[src/hdl/mpss_pkg.sv]
// Shared types and constants for the Moffat star splatter unit.
// Used by mpss_ctrl, mpss_dpath and moffat_psf_star_splatter_unit; no dependencies.
package mpss_pkg;

    localparam int FRAME_W = 1024;
    localparam int FRAME_H = 1024;
    localparam int COL_W   = $clog2(FRAME_W);
    localparam int ROW_W   = $clog2(FRAME_H);
    localparam int ADDR_W  = COL_W + ROW_W;
    localparam int CRD_W   = 14;
    localparam int ACC_W   = 40;
    localparam int MARGIN  = 10;

    localparam logic [ACC_W-1:0] ACC_MAX = {ACC_W{1'b1}};
    localparam logic [31:0]      ONE_Q31 = 32'h8000_0000;

    localparam logic [1:0] OP_ADD   = 2'd0;
    localparam logic [1:0] OP_READ  = 2'd1;
    localparam logic [1:0] OP_CLEAR = 2'd2;

    localparam logic [1:0] CFG_RADIUS = 2'd0;
    localparam logic [1:0] CFG_SCALE  = 2'd1;
    localparam logic [1:0] CFG_BETA   = 2'd2;

    localparam logic [5:0]  RADIUS_RST = 6'd23;
    localparam logic [23:0] SCALE_RST  = 24'd114553;
    localparam logic [3:0]  BETA_RST   = 4'd5;

    typedef struct packed {
        logic capture;
        logic setup;
        logic sq;
        logic mlo;
        logic mhi;
        logic div_step;
        logic pow_step;
        logic lum;
        logic wr;
        logic rd_pix;
        logic clr_we;
        logic load_out;
    } t_cmd;

    typedef struct packed {
        logic reject;
        logic empty;
        logic div_last;
        logic beta_zero;
        logic pow_last;
        logic last_px;
        logic clr_last;
    } t_stat;

endpackage

[src/hdl/mpss_ctrl.sv]
// Sequencing state machine of the star splatter unit.
// Depends on mpss_pkg for the command and status structs and opcodes.
module mpss_ctrl (
    input  logic                 i_clk,
    input  logic                 i_rst_n,
    input  logic                 i_in_valid,
    output logic                 o_in_stall,
    input  logic [1:0]           i_opcode,
    output logic                 o_out_valid,
    input  logic                 i_out_stall,
    output mpss_pkg::t_cmd       o_cmd,
    input  mpss_pkg::t_stat      i_stat
);

    localparam logic [3:0] S_RCLR  = 4'd0;
    localparam logic [3:0] S_IDLE  = 4'd1;
    localparam logic [3:0] S_SETUP = 4'd2;
    localparam logic [3:0] S_SQ    = 4'd3;
    localparam logic [3:0] S_MLO   = 4'd4;
    localparam logic [3:0] S_MHI   = 4'd5;
    localparam logic [3:0] S_DIV   = 4'd6;
    localparam logic [3:0] S_POW   = 4'd7;
    localparam logic [3:0] S_LUM   = 4'd8;
    localparam logic [3:0] S_WR    = 4'd9;
    localparam logic [3:0] S_READ  = 4'd10;
    localparam logic [3:0] S_OCLR  = 4'd11;
    localparam logic [3:0] S_DONE  = 4'd12;

    logic [3:0] r_state, n_state;
    logic       r_out_valid, n_out_valid;
    logic       w_accept;
    logic       w_out_free;

    assign w_accept   = i_in_valid && (r_state == S_IDLE);
    assign w_out_free = !r_out_valid || !i_out_stall;
    assign o_in_stall = (r_state != S_IDLE);
    assign o_out_valid = r_out_valid;

    always_comb begin
        n_state = r_state;
        o_cmd   = '0;
        case (r_state)
            S_RCLR, S_OCLR: begin
                o_cmd.clr_we = 1'b1;
                if (i_stat.clr_last) begin
                    n_state = (r_state == S_RCLR) ? S_IDLE : S_DONE;
                end
            end
            S_IDLE: begin
                if (w_accept) begin
                    o_cmd.capture = 1'b1;
                    case (i_opcode)
                        mpss_pkg::OP_ADD:   n_state = S_SETUP;
                        mpss_pkg::OP_READ:  n_state = S_READ;
                        mpss_pkg::OP_CLEAR: n_state = S_OCLR;
                        default:            n_state = S_DONE;
                    endcase
                end
            end
            S_SETUP: begin
                o_cmd.setup = 1'b1;
                n_state = (i_stat.reject || i_stat.empty) ? S_DONE : S_SQ;
            end
            S_SQ: begin
                o_cmd.sq = 1'b1;
                n_state = S_MLO;
            end
            S_MLO: begin
                o_cmd.mlo = 1'b1;
                n_state = S_MHI;
            end
            S_MHI: begin
                o_cmd.mhi = 1'b1;
                n_state = S_DIV;
            end
            S_DIV: begin
                o_cmd.div_step = 1'b1;
                if (i_stat.div_last) begin
                    n_state = i_stat.beta_zero ? S_LUM : S_POW;
                end
            end
            S_POW: begin
                o_cmd.pow_step = 1'b1;
                if (i_stat.pow_last) begin
                    n_state = S_LUM;
                end
            end
            S_LUM: begin
                o_cmd.lum = 1'b1;
                n_state = S_WR;
            end
            S_WR: begin
                o_cmd.wr = 1'b1;
                n_state = i_stat.last_px ? S_DONE : S_SQ;
            end
            S_READ: begin
                o_cmd.rd_pix = 1'b1;
                n_state = S_DONE;
            end
            S_DONE: begin
                if (w_out_free) begin
                    o_cmd.load_out = 1'b1;
                    n_state = S_IDLE;
                end
            end
            default: n_state = S_IDLE;
        endcase
    end

    always_comb begin
        n_out_valid = r_out_valid;
        if (o_cmd.load_out) begin
            n_out_valid = 1'b1;
        end else if (!i_out_stall) begin
            n_out_valid = 1'b0;
        end
    end

    always_ff @(posedge i_clk) begin
        if (!i_rst_n) begin
            r_state     <= S_RCLR;
            r_out_valid <= 1'b0;
        end else begin
            r_state     <= n_state;
            r_out_valid <= n_out_valid;
        end
    end

    a_load_free: assert property (@(posedge i_clk) disable iff (!i_rst_n)
        o_cmd.load_out |-> (!r_out_valid || !i_out_stall))
        else $error("result loaded over an untaken result");

    a_accept_leaves_idle: assert property (@(posedge i_clk) disable iff (!i_rst_n)
        w_accept |=> (r_state != S_IDLE))
        else $error("accepted item did not start work");

    a_one_cmd: assert property (@(posedge i_clk) disable iff (!i_rst_n)
        $countones(o_cmd) <= 1)
        else $error("more than one datapath command at once");

endmodule

[config.mk]
export PLATFORM = sky130hd
export DESIGN_NAME = mpss_ctrl
export DESIGN_NICKNAME = d
export VERILOG_FILES = /design/src/hdl/mpss_pkg.sv /design/src/hdl/mpss_ctrl.sv
export SDC_FILE = /design/constraint.sdc
export NUM_CORES = 1
export LEC_CHECK = 0
export ABC_AREA = 1
export BUFFER_PORTS_ARGS = -buffer_cell sky130_fd_sc_hd__buf_2
export CORE_MARGIN = 2
export CORE_UTILIZATION = 41
export CTS_CLUSTER_DIAMETER = 30
export DETAILED_ROUTE_END_ITERATION = 16
export PLACE_DENSITY = 0.74
export SYNTH_ARGS = -nofsm -noshare
export SYNTH_HDL_FRONTEND = slang
export SYNTH_SLANG_ARGS = --single-unit
[constraint.sdc]
create_clock -name i_clk -period 1.2 [get_ports i_clk]
set_clock_uncertainty 0.1 [all_clocks]
set_input_delay 0.12 -clock i_clk [delete_from_list [all_inputs] [get_ports i_clk]]
set_output_delay 0.12 -clock i_clk [all_outputs]
set_load 0.02 [all_outputs]
==> results.md <==
* Die Y at approximately 42 microns
* Largest net degree at the start of global routing at 7
* Slowest CP cell: dfxtp_4
* Synth-to-Final Area Change at 68.5%
* Synth unique cells at 14
* Slew Limit Fails at 0
* Hold Path End: o_out_valid$_SDFFE_PN0P_
* Multi-input gate area at 520 sq um
* CP delay by family, top: flip-flops
* CTS tree: built
* Port bufs at 26
* Rows at 13
* Tmin final at approximately 1400 ps
* Antenna viol nets, final at 0
* DP HPWL at 1.29 mm
* Global-route wire length before repair at roughly 3.3 mm
* Layout net count at 165
* Period utilisation layout at 118%
* Vias in the first global route at 817
* Total clock sinks at 5
* Detailed-route wire length at 1.99 mm
* Die area at 1780 sq um
* Status: finished, violations left
* CP startpoint kind: flop
* Wire per inst at around 12 microns
* Synth top area share at 24.4%
* Initial Util at approximately 45%
* Worst hold slack at between 50 and 60 ps
* Worst r2r path cells at 9
* WS Path Type: reg -> out
* Register area share after synthesis at 16.7%
* Routed vias/inst at between 5 and 6
* Slowest stage delay, CP at 380 ps
* Fill count at approximately 110
* Antenna cells at 0
* R2R Path End: r_state[2]$_SDFFE_PN0P_
* PwrDens at 2570 nW/um^2
* Max_slew headroom at a little under nine tenths
* Cell Area, Synth at approximately 600 sq um
* Worst skew pair latency at 260 ps
* Synth area leaders: nand2_1, dfxtp_1, inv_1, nor2_1, nand2_2
* DR DRC count at 0
* Post-Syn Instances at 116
* CP Capture Type: primary output
* FF-to-FF Start: r_state[0]$_SDFFE_PN0P_
* Core Footprint at 1330 sq um
* Peak Freq at 707 MHz
* Hold Path Class: in -> reg
* Max-cap violations at 0
* Die X at 42.2 microns
* Worst Hold Depth at 3
* Final setup vio count at 17
* CP cell instances: nor2_4, nand2_1, inv_1, buf_4
* Crit path arrival time at roughly 1200 ps
* Sequential Area at 115 sq um
* Hold Vio Cnt, Final at 0
* LEAKAGE at 0.594 nW
* Clk root buf: clkbuf_4
* Area leader, netlist: nand2_1
* Mean Syn Cell Area at 5.17 sq um
* Primary FF master, synth: dfxtp_1
* Async S/R FF share, synth at 0%
* Count leader, synth: nand2_1
* RSZ-0062 raised after global routing: true
* Final setup margin at -214 ps
* Worst-path fanout max at 6
* Total GRT Usage at 24.0%
* Clock transition at path regs at about 60 ps
* Initial drt markers at 23
* Grt ovf at 0
* DRT Pass-1 Iters at 4
* Post-synth top cells: nand2_1, inv_1, nor2_1
* Peak VDD IR at 1.69 mV
* Vias at 846
* Clock Path Buffers at 2
* CTS buffer count at 3
* R2R Setup Slk at -170 ps
* Yosys warns at 0
* Yosys reg bits at 5
* Req. time, crit path at 980 ps
* Startpoint of the worst hold path: i_out_stall
* Failing checks: setup timing
* Worst path bufs/invs at 2
* Ratio of cells with drive above 1 in the final layout at 49.0%
* H-tree depth at 1
* Fin util at 75.7%
* Antenna violations before repair at 0
* Tightest Pin Transition at 210 ps
* Post-synth net total at 129
* GP Congestion at 0.846
* I/O Pins at 27
* Number of synthesized flops with an enable pin at 0
-- cell usage in the layout, fill, tap and decap left out, types with 2 or more instances in the layout --
cell type | synthesis | layout
buf_4 | 1 | 12
nand3_1 | 6 | 4
nand3_2 | 0 | 2
nor2_2 | 6 | 2
inv_1 | 19 | 17
nor2_4 | 1 | 11
dfxtp_4 | 0 | 4
nand2_4 | 3 | 8
a21oi_1 | 5 | 5
nand2_1 | 39 | 33
nor2_1 | 19 | 13
buf_2 | 0 | 13
clkbuf_4 | 0 | 3
inv_4 | 0 | 2
inv_2 | 4 | 3
nand2_2 | 6 | 7
buf_6 | 0 | 6
-- stage by stage --
step,power (W),setup WS (ps),setup TNS [ps],cell area [sq um],instances
after global placement,0.00185,-142,-509,803,159
after global routing,0.00280,-289,-3820,1010,166
final,0.00259,-214,-2710,1010,166
after CTS,0.00243,-156,-2140,961,166
after detailed placement,0.00187,-174,-659,803,159
after floorplan,0.00150,-43.2,-164,639,116
-- how the worst max path moves through the flow --
stage | from | end | cells past startpoint
after floorplan | r_state[3]$_SDFFE_PN0P_ | r_state[0]$_SDFFE_PN0P_ | 10
after global placement | r_state[0]$_SDFFE_PN0P_ | r_state[1]$_SDFFE_PN0P_ | 8
after detailed placement | r_state[2]$_SDFFE_PN0P_ | r_state[2]$_SDFFE_PN0P_ | 8
after CTS | r_state[0]$_SDFFE_PN0P_ | o_cmd[11] | 5
after global routing | r_state[2]$_SDFFE_PN0P_ | o_cmd[8] | 5
final | r_state[0]$_SDFFE_PN0P_ | o_cmd[8] | 4
-- logic make-up (layout without fill, tap and decap cells) --
family	after synthesis	count (layout)	share of synthesized area, %
AND/OR/NAND/NOR	81	81	62.6
AO/OA/AOI/OAI	6	6	5.01
buffers and inverters	24	59	15.7
flip-flops	5	5	16.7
-- registers in the layout (all words and copies together) (netlist names) --
name	cells
o_out_valid	1
r_state	4
-- tightest hold or removal path, delay by kind of cell --
kind / cells / cell delay [ps]
AND/OR/NAND/NOR: 1 / 70
buffers and inverters: 1 / 90
AO/OA/AOI/OAI: 1 / 60
-- power by group --
group | internal (W) | leakage, nW | switching, W | total (W)
Combinational | 0.000767 | 0.535 | 0.00113 | 0.00190
Sequential | 0.000270 | 0.0437 | 0.000210 | 0.000480
Clock | 0.000127 | 0.0150 | 0.0000853 | 0.000212
Total | 0.00116 | 0.594 | 0.00143 | 0.00259
-- cell type report --
| cell class | instances | area share, % |
|---|---|---|
| timing repair buffer | 32 | 23.0 |
| clock buffer | 4 | 2.60 |
| sequential | 5 | 11.4 |
| inverter | 23 | 9.54 |
| tap | 15 | 1.86 |
| multi-input combinational | 87 | 51.5 |
-- metal layers --
| metal | part of all wire (%) | vias up | routed length (microns) | global-route usage, % |
|---|---|---|---|---|
| li1 | - | 414 | - | - |
| met1 | 36 | 382 | 726 | 24.2 |
| met2 | 54 | 44 | 1080 | 44.0 |
| met3 | 7.4 | 6 | 148 | 8.62 |
| met4 | 1.7 | 0 | 34 | 9.38 |
| met5 | 0 | - | 0 | 0 |
-- repair_timing --
action | CTS | global route
resized for setup | 35 | 13
hold endpoints to repair | 1 | 0
hold buffers | 1 | 0
setup endpoints to repair | 17 | 17
gates cloned | 0 | 0
pin swaps | 2 | 8
setup buffers | 2 | 0
Note: power is estimated with default switching activity, not from simulation.
